==> src/design/wmrc_pkg.sv <==
package wmrc_pkg;

  localparam int FRAC_BITS = 16;
  localparam int RATIO_W   = FRAC_BITS + 4;
  localparam int IN_W      = 104;
  localparam int OUT_W     = 72;
  localparam int CFG_IDX_W = 3;
  localparam int CFG_W     = 20;
  localparam int DIV_NUM_W = 48;
  localparam int DIV_DEN_W = 32;

  localparam logic [RATIO_W-1:0] ONE_Q = RATIO_W'(1) << FRAC_BITS;

  // Register indexes on the configuration port
  localparam logic [CFG_IDX_W-1:0] REG_MIN_EST    = 3'd0;
  localparam logic [CFG_IDX_W-1:0] REG_HARD_LOW   = 3'd1;
  localparam logic [CFG_IDX_W-1:0] REG_HARD_HIGH  = 3'd2;
  localparam logic [CFG_IDX_W-1:0] REG_MIN_SAMP   = 3'd3;
  localparam logic [CFG_IDX_W-1:0] REG_BAND       = 3'd4;
  localparam logic [CFG_IDX_W-1:0] REG_DRIFT      = 3'd5;

  localparam logic [15:0] MIN_EST_RST   = 16'd256;
  localparam logic [19:0] HARD_LOW_RST  = 20'd16384;
  localparam logic [19:0] HARD_HIGH_RST = 20'd262144;
  localparam logic [4:0]  MIN_SAMP_RST  = 5'd2;
  localparam logic [15:0] BAND_RST      = 16'd19661;
  localparam logic [19:0] DRIFT_RST     = 20'd98304;

  typedef enum logic [2:0] {
    V_ACCEPT    = 3'd0,
    V_INVALID   = 3'd1,
    V_HARD_BAND = 3'd2,
    V_ANOMALY   = 3'd3,
    V_WIN_RESET = 3'd4
  } verdict_t;

  typedef enum logic [1:0] {
    DIV_RATIO,
    DIV_PERBYTE,
    DIV_DEV
  } div_sel_t;

  typedef enum logic [1:0] {
    MUL_ABOVE,
    MUL_BELOW,
    MUL_DRIFT_MED,
    MUL_DRIFT_RATIO
  } mul_sel_t;

  typedef struct packed {
    logic     load;
    logic     div_go;
    div_sel_t div_sel;
    logic     cap_ratio;
    logic     cap_pb;
    logic     cap_dev;
    logic     sort_clr;
    logic     rd;
    logic     pick_lo;
    logic     pick_hi;
    logic     med_avg;
    logic     mul_go;
    mul_sel_t mul_sel;
    logic     mag_go;
    logic     push;
    logic     win_reset;
    logic     set_pend;
    logic     set_verdict;
    verdict_t verdict;
  } cmd_t;

  typedef struct packed {
    logic bad_bucket;
    logic invalid;
    logic hard_ok;
    logic cal;
    logic pend;
    logic rd_last;
    logic div_done;
    logic above;
    logic below;
    logic drift;
    logic coef_zero;
  } stat_t;

endpackage

==> src/design/wmrc_ctrl.sv <==
module wmrc_ctrl (
  input  logic            clk,
  input  logic            rst,
  input  logic            in_valid,
  output logic            in_ready,
  output logic            out_valid,
  input  logic            out_ready,
  input  wmrc_pkg::stat_t stat,
  output wmrc_pkg::cmd_t  cmd
);
  import wmrc_pkg::*;

  typedef enum logic [4:0] {
    S_IDLE, S_CHECK, S_DIV_R, S_DIVP_GO, S_DIV_P, S_HARD,
    S_SCLR, S_LOAD, S_LWAIT, S_PICK_LO, S_PICK_HI, S_AVG,
    S_MUL0, S_MUL1, S_MUL2, S_MUL3, S_MULW, S_DECIDE,
    S_STATUS, S_MAG, S_DEV_GO, S_DIV_D, S_OUT
  } state_t;

  state_t state;
  state_t state_next;
  logic   final_phase;
  logic   final_phase_next;

  always_ff @(posedge clk) begin
    if (rst) begin
      state       <= S_IDLE;
      final_phase <= 1'b0;
    end else begin
      state       <= state_next;
      final_phase <= final_phase_next;
    end
  end

  assign in_ready  = state == S_IDLE;
  assign out_valid = state == S_OUT;

  always_comb begin
    cmd              = '0;
    state_next       = state;
    final_phase_next = final_phase;
    case (state)
      S_IDLE: begin
        if (in_valid) begin
          cmd.load   = 1'b1;
          state_next = S_CHECK;
        end
      end
      S_CHECK: begin
        if (stat.bad_bucket || stat.invalid) begin
          cmd.set_verdict = 1'b1;
          cmd.verdict     = V_INVALID;
          state_next      = stat.bad_bucket ? S_OUT : S_STATUS;
        end else begin
          cmd.div_go  = 1'b1;
          cmd.div_sel = DIV_RATIO;
          state_next  = S_DIV_R;
        end
      end
      S_DIV_R: begin
        if (stat.div_done) begin
          cmd.cap_ratio = 1'b1;
          state_next    = S_DIVP_GO;
        end
      end
      S_DIVP_GO: begin
        cmd.div_go  = 1'b1;
        cmd.div_sel = DIV_PERBYTE;
        state_next  = S_DIV_P;
      end
      S_DIV_P: begin
        cmd.div_sel = DIV_PERBYTE;
        if (stat.div_done) begin
          cmd.cap_pb = 1'b1;
          state_next = S_HARD;
        end
      end
      S_HARD: begin
        if (!stat.hard_ok) begin
          cmd.set_verdict = 1'b1;
          cmd.verdict     = V_HARD_BAND;
          state_next      = S_STATUS;
        end else if (stat.cal) begin
          final_phase_next = 1'b0;
          state_next       = S_SCLR;
        end else begin
          cmd.set_verdict = 1'b1;
          cmd.verdict     = V_ACCEPT;
          cmd.push        = 1'b1;
          state_next      = S_STATUS;
        end
      end
      S_SCLR: begin
        cmd.sort_clr = 1'b1;
        state_next   = S_LOAD;
      end
      S_LOAD: begin
        cmd.rd = 1'b1;
        if (stat.rd_last) begin
          state_next = S_LWAIT;
        end
      end
      S_LWAIT: begin
        state_next = S_PICK_LO;
      end
      S_PICK_LO: begin
        cmd.pick_lo = 1'b1;
        state_next  = S_PICK_HI;
      end
      S_PICK_HI: begin
        cmd.pick_hi = 1'b1;
        state_next  = S_AVG;
      end
      S_AVG: begin
        cmd.med_avg = 1'b1;
        state_next  = final_phase ? S_MAG : S_MUL0;
      end
      S_MUL0: begin
        cmd.mul_go  = 1'b1;
        cmd.mul_sel = MUL_ABOVE;
        state_next  = S_MUL1;
      end
      S_MUL1: begin
        cmd.mul_go  = 1'b1;
        cmd.mul_sel = MUL_BELOW;
        state_next  = S_MUL2;
      end
      S_MUL2: begin
        cmd.mul_go  = 1'b1;
        cmd.mul_sel = MUL_DRIFT_MED;
        state_next  = S_MUL3;
      end
      S_MUL3: begin
        cmd.mul_go  = 1'b1;
        cmd.mul_sel = MUL_DRIFT_RATIO;
        state_next  = S_MULW;
      end
      S_MULW: begin
        state_next = S_DECIDE;
      end
      S_DECIDE: begin
        cmd.set_verdict = 1'b1;
        state_next      = S_STATUS;
        if (stat.above || stat.below) begin
          if (stat.drift && stat.pend) begin
            cmd.verdict   = V_WIN_RESET;
            cmd.win_reset = 1'b1;
          end else begin
            cmd.verdict  = V_ANOMALY;
            cmd.set_pend = 1'b1;
          end
        end else begin
          cmd.verdict = V_ACCEPT;
          cmd.push    = 1'b1;
        end
      end
      S_STATUS: begin
        if (stat.cal) begin
          final_phase_next = 1'b1;
          state_next       = S_SCLR;
        end else begin
          state_next = S_OUT;
        end
      end
      S_MAG: begin
        cmd.mag_go = 1'b1;
        state_next = S_DEV_GO;
      end
      S_DEV_GO: begin
        if (stat.coef_zero) begin
          state_next = S_OUT;
        end else begin
          cmd.div_go  = 1'b1;
          cmd.div_sel = DIV_DEV;
          state_next  = S_DIV_D;
        end
      end
      S_DIV_D: begin
        cmd.div_sel = DIV_DEV;
        if (stat.div_done) begin
          cmd.cap_dev = 1'b1;
          state_next  = S_OUT;
        end
      end
      S_OUT: begin
        if (out_ready) begin
          state_next = S_IDLE;
        end
      end
      default: begin
        state_next = S_IDLE;
      end
    endcase
  end

endmodule

==> config.mk <==
export PLATFORM = sky130hd
export DESIGN_NAME = wmrc_ctrl
export DESIGN_NICKNAME = d
export VERILOG_FILES = /design/src/design/wmrc_pkg.sv /design/src/design/wmrc_ctrl.sv
export SDC_FILE = /design/constraint.sdc
export NUM_CORES = 1
export LEC_CHECK = 0
export ABC_AREA = 1
export BUFFER_PORTS_ARGS = -buffer_cell sky130_fd_sc_hd__buf_2
export CORE_AREA = 2 2 44 46
export CTS_BUF_LIST = sky130_fd_sc_hd__clkbuf_8
export DETAILED_ROUTE_END_ITERATION = 8
export DIE_AREA = 0 0 46 48
export PLACE_DENSITY_LB_ADDON = 0.2
export SLEW_MARGIN = 20
export SYNTH_ARGS = -nofsm -noshare
export SYNTH_HDL_FRONTEND = slang
export SYNTH_SLANG_ARGS = --single-unit
==> constraint.sdc <==
create_clock -name clk -period 4.5 [get_ports clk]
set_input_delay 1.125 -clock clk [delete_from_list [all_inputs] [get_ports clk]]
set_output_delay 1.125 -clock clk [all_outputs]
set_load 0.03 [all_outputs]
==> results of run 1 <==
kinds of logic (layout without fill, tap and decap cells):
| logic type | count (synthesis) | after routing | synth area share |
|---|---|---|---|
| DFF | 6 | 6 | 0.1500 |
| AOI/OAI and AO/OA | 13 | 13 | 0.09376 |
| buffers and inverters | 31 | 71 | 0.1469 |
| and+or+nand+nor | 115 | 115 | 0.6094 |
state kept, by name (all words and copies together), names as in the netlist:
name / cells
final_phase: 1
state: 5
through the flow:
stage                     cell area (sq um)  instances  hold slack, ps  setup WS, ps
final                                  1050        222           491.0          1300
after detailed placement               1008        219           492.6          1301
after global routing                   1050        222           551.6          1234
after floorplan                       800.8        165           460.5         756.2
after global placement                 1008        219           488.6          1324
after CTS                              1050        222           496.8          1302
cell usage in the layout (no fill, tap or decap):
master / instances
nand3_1: 16
nand4_1: 5
inv_1: 28
nor3_1: 4
nor2_1: 27
nand3b_1: 1
a21oi_1: 6
nor2_2: 1
o311ai_0: 1
buf_2: 39
or2_2: 1
o21ai_2: 1
dfxtp_1: 6
o21ai_0: 4
inv_2: 1
clkbuf_8: 3
nand2_1: 58
o31ai_1: 1
nor2_4: 1
nand2_2: 1
layout make-up:
type	instances	area [sq um]
Fill cell	188	639.4
Inverter	29	108.9
Timing Repair Buffer	39	195.2
Multi-Input combinational cell	128	563.0
Sequential cell	6	120.1
Tap cell	17	21.27
Clock buffer	3	41.29
critical path, delay by kind of cell:
family	cells	cell delay [ps]
buf+inv	2	350
simple gates	1	300
compound gates	1	300
worst max path at each step:
stage                        from       to
after floorplan           stat[9]  cmd[21]
after global placement    stat[9]  cmd[21]
after detailed placement  stat[9]  cmd[21]
after CTS                 stat[9]  cmd[21]
after global routing      stat[9]  cmd[21]
final                     stat[9]  cmd[21]
report_power, final:
group          internal [mW]  switching [mW]
clock                 0.0579          0.0279
sequential            0.0686          0.0321
combinational          0.105           0.267
metal layers:
layer  wire, microns  up-vias  part of all wire  GRT usage
met1            1080      477              0.44     0.3038
met3             188        6             0.076    0.07925
met2            1153       45              0.46     0.4250
li1                -      598                 -          -
met5               0        -                 0          0
met4              57        0             0.023    0.08571
==> reports/results.tsv, run 1 <==
metric	value	unit
status	finished clean	
max incr delay on CP	300	ps
Syn Nets	180	
RR Startpoint	state[4]	
clk_lat worst skew	240	ps
antenna viol nets, final	0	
post-synth top area cell	nand2_1	
IO Pins	40	
# setup viols final	0	
CTS tree	built	
synthesis-stage register bit count	6	
critical path class	input pin to primary output	
register area share after synthesis	0.1500	
clk sinks	6	
CTS buffer count	3	
Design Power	0.5589	mW
Synth area leaders	nand2_1, dfxtp_1, inv_1	
Worst Hold Endpoint	final_phase	
final WL	2.480	mm
CTS root buf	clkbuf_8	
Peak Freq	312.5	MHz
final net count	222	
Site Rows	15	
CP most frequent cell	buf_2	
critical path's slowest cell	or2_2	
CP max FO	2	
IO Port Bufs	39	
Detail Placement HPWL	2.039	mm
MaxCap Viol Count	0	
top cells by count, synth	nand2_1, inv_1, nor2_1	
Yosys cell types	20	
main flop type after synthesis	dfxtp_1	
r2r setup slk	2780	ps
worst hold start	final_phase	
Async SR Flop Fraction	0	
DRC violations left	0	
Worst Max-Slew Pin Slew	533.3	ps
overall routing resource usage	0.2525	
CTS Hold Bufs	0	
initial antenna violation count	0	
Die W	46	microns
GR Overflow Total	0	
clk buf depth	2	
critical path cell sequence	buf_2 > or2_2 > o311ai_0 > buf_2	
Leak	0.7289	nW
syn avg cell area	4.853	sq um
Crit. End Element	primary output	
Routed WL per cell	11.17	microns
via/cell ratio	5.072	
first-pass GRT wire length	3.926	mm
Fin. Hold Viols	0	
Mapped Area	800.8	sq um
fin crit share	0.7112	
crit path launch type	input pin	
RR Endpoint	state[2]	
count leader, synth	nand2_1	
worst-case reg-to-reg path depth	9	
Setup Fix Bufs, Post-CTS	0	
WP data arrival	2080	ps
cts repair resizes	0	
worst hold stages	2	
Synth Instances	165	
setup TNS	0	ps
Post-synth EDFFs	0	
Layout area overhead	31.09	%
share of layout cells above drive strength 1	0.2341	
peak supply drop	0.2633	mV
share of the synthesized area in the top cell type	0.2719	
Ys Warns	0	
H-tree levels	1	
Die Area	2208	sq um
DR pass1 iterations	4	
worst clock skew	9.407	ps
power per cell area	532.4	nW/um^2
vias post-DR	1126	
Hold WC Path Type	flip-flop to flip-flop	
Initial Util	0.4741	
CORE AREA	1689	sq um
RSZ-0062 raised after global routing	false	
max-slew violation total from the final report	0	
post-layout min period	3200	ps
die span in y	48	microns
worst path required time	3380	ps
Ant. Diodes	0	
Slew HR	0.6439	
Final Util	0.6215	
GP Congestion	0.9297	
initial DRC count	37	
pin count of the biggest net entering global routing	17	
vias in the first global route	935	
CTS clk-pin slew, worst paths	30	ps
(Power assumes the default switching activity.)
==> inputs of run 2 (changes only) <==
--- a/config.mk
+++ b/config.mk
@@ -5,12 +5,12 @@
 export SDC_FILE = /design/constraint.sdc
 export NUM_CORES = 1
 export LEC_CHECK = 0
-export ABC_AREA = 1
+export ABC_AREA = 0
 export BUFFER_PORTS_ARGS = -buffer_cell sky130_fd_sc_hd__buf_2
-export CORE_AREA = 2 2 44 46
+export CORE_AREA = 2 2 46 48
 export CTS_BUF_LIST = sky130_fd_sc_hd__clkbuf_8
 export DETAILED_ROUTE_END_ITERATION = 8
-export DIE_AREA = 0 0 46 48
+export DIE_AREA = 0 0 48 50
 export PLACE_DENSITY_LB_ADDON = 0.2
 export SLEW_MARGIN = 20
 export SYNTH_ARGS = -nofsm -noshare
==> constraint.sdc (replaced) <==
create_clock -name clk -period 3.2 [get_ports clk]
set_input_delay 0.8 -clock clk [delete_from_list [all_inputs] [get_ports clk]]
set_output_delay 0.8 -clock clk [all_outputs]
set_load 0.03 [all_outputs]
==> reports/results.tsv, run 2 <==
metric	value	unit	change
Setup Fix Bufs, Post-CTS	0		unchanged
WP data arrival	1950	ps	-130 ps
simple-gate share of the synthesized area	0.4213		-0.1881
Ant. Diodes	0		unchanged
Die W	48	microns	+4.3%
antenna viol nets, final	0		unchanged
share of layout cells above drive strength 1	0.3292		+0.09505
MaxCap Viol Count	0		unchanged
initial DRC count	24		-35%
Slew HR	0.5532		-0.09076
Die Area	2400	sq um	+8.7%
Fin. Hold Viols	0		unchanged
commonest non-fill, non-tap cell in the layout	buf_2		
CTS root buf	clkbuf_8		
final WL	2.404	mm	-3.1%
Initial Util	0.4513		-0.02276
initial antenna violation count	0		unchanged
post-synth top area cell	dfxtp_1		
Layout area overhead	28.57	%	
RSZ-0062 raised after global routing	false		
max-slew violation total from the final report	0		unchanged
final net count	178		-20%
sw frac	0.5477		-0.03746
Hold WC Path Type	flip-flop to flip-flop		
vias post-DR	1065		-5.4%
Site Rows	16		+1
multi-input logic area	660.6	sq um	+17%
Fillers	182		-3.2%
first-pass GRT wire length	3.781	mm	-3.7%
max FFs per register	5		unchanged
clk sinks	6		unchanged
pin count of the biggest net entering global routing	24		+7
share of the synthesized area in the top cell type	0.1399		-0.1319
Detail Placement HPWL	1.804	mm	-12%
Compound-Gate Fraction of Synth Area	0.3294		+0.2357
Peak Freq	364.3	MHz	
critical path class	flip-flop to primary output		
count leader, synth	nor2_1		
CTS tree	built		
post-layout min period	2745	ps	
Yosys cell types	43		+110%
Synth area leaders	dfxtp_1, nor2_1, and3_1		
GP Congestion	0.8239		-11%
Routed WL per cell	12.79	microns	+14%
power per cell area	855.3	nW/um^2	+61%
CTS clk-pin slew, worst paths	40	ps	about the same
post-synthesis adder-cell area fraction	0		unchanged
worst-case reg-to-reg path depth	6		-3
die span in y	50	microns	+4.2%
peak supply drop	0.7212	mV	+170%
Async SR Flop Fraction	0		unchanged
CP max FO	11		+9
worst hold margin	614.7	ps	+123.7 ps
worst hold stages	2		unchanged
H-tree levels	1		unchanged
CORE AREA	1902	sq um	+13%
main flop type after synthesis	dfxtp_1		
Ys Warns	0		unchanged
Syn Nets	141		-22%
mux contribution to synthesized area	0		unchanged
Leak	0.5541	nW	-24%
setup TNS	0	ps	unchanged
P_sw	0.5169	mW	+58%
Mapped Area	858.3	sq um	+7.2%
top flop regs	state x5, final_phase x1		
Int Power	0.4269	mW	+84%
worst clock skew	3.621	ps	-5.786 ps
crit path launch type	flip-flop		
global routing met2 resource utilization	0.3089		-0.1161
Worst Max-Slew Pin Slew	669.3	ps	+135.9 ps
DRC violations left	0		unchanged
sequential share of power	0.131		-0.049
Post-synth EDFFs	0		unchanged
IO Port Bufs	39		unchanged
most frequent cells in the layout	buf_2, nor2_1, nand2_1		
syn avg cell area	6.812	sq um	+40%
GR Overflow Total	0		unchanged
vias in the first global route	850		-9.1%
clk_lat worst skew	220	ps	-20 ps
largest family of logic cells by synthesized area	simple AND/OR/NAND/NOR gates		
Crit. End Element	primary output		
CTS buffer count	3		unchanged
status	finished clean		
Synth Area in XOR/XNOR	0.01895		+0.01895
met3 GRT Util	0.04396		-0.03529
via/cell ratio	5.665		+12%
fin crit share	0.8578		
Reg area	120.1	sq um	unchanged
# setup viols final	0		unchanged
IO Pins	40		unchanged
overall routing resource usage	0.2156		-0.03689
Synth Instances	126		-24%
top cells by count, synth	nor2_1, nand2_1, nor3_1		
DR pass1 iterations	5		+1
clk buf depth	2		unchanged
register area share after synthesis	0.1399		-0.01006
worst path required time	2400	ps	-980 ps
cts repair resizes	0		unchanged
Clk pwr share	0.116		-0.037
GR met1 Demand/Resource	0.3091		+0.005281
synthesis-stage register bit count	6		unchanged
GRT busiest layer	met1		
CTS Hold Bufs	0		unchanged
Biggest register	state		
combinational share of power	0.753		+0.087
-- run 2: path summary, 6_finish.rpt --
kind	start	end	slack, ps
max	state[2]	cmd[0]	450
min	final_phase	final_phase	610
max reg2reg	state[2]	state[0]	1170
min reg2reg	final_phase	final_phase	610
-- run 2: critical path, stage by stage (launching register included) --
cell and delay (ps):
dfxtp_1 400, nand2b_1 310, or3_1 470, nor2_1 130
nand2_1 100, o31ai_1 80, buf_2 240
-- run 2: kinds of logic after synthesis --
kind of cell / count (synthesis)
buffers and inverters: 17
DFF: 6
xor gates and xnor gates: 1
and+or+nand+nor: 67
AOI/OAI and AO/OA: 35
-- run 2: power groups by stage --
| stage | Sequential [mW] | Clock [mW] | Combinational [mW] |
|---|---|---|---|
| floorplan | 0.114 | 0 | 0.564 |
| global placement | 0.123 | 0 | 0.694 |
| detailed placement | 0.124 | 0 | 0.703 |
| CTS | 0.123 | 0.113 | 0.706 |
| global route | 0.127 | 0.119 | 0.782 |
| finish | 0.124 | 0.109 | 0.711 |
-- run 2: layout make-up --
| type | count | share of cell area |
|---|---|---|
| inverters | 6 | 0.02041 |
| well taps | 27 | 0.03061 |
| clock buffers | 3 | 0.03741 |
| multi-input cells | 103 | 0.5986 |
| repair buffers | 43 | 0.2041 |
| flip-flops and latches | 6 | 0.1088 |
-- run 2: per-layer routing --
| metal | vias up | share of wire |
|---|---|---|
| li1 | 535 | - |
| met1 | 480 | 0.47 |
| met2 | 45 | 0.46 |
| met5 | - | 0 |
| met4 | 0 | 0.013 |
| met3 | 5 | 0.062 |
-- run 2: per-stage QoR --
step,setup slack (ps),area [sq um],power (mW),instances,utilization
after floorplan,17.97,858.3,0.6780,126,-
after global placement,677.8,1062,0.8167,185,0.5586
after detailed placement,676.5,1062,0.8272,185,0.5586
after CTS,455.4,1104,0.9415,188,0.5803
after global routing,308.1,1104,1.028,188,0.5803
final,454.9,1104,0.9438,188,0.5803
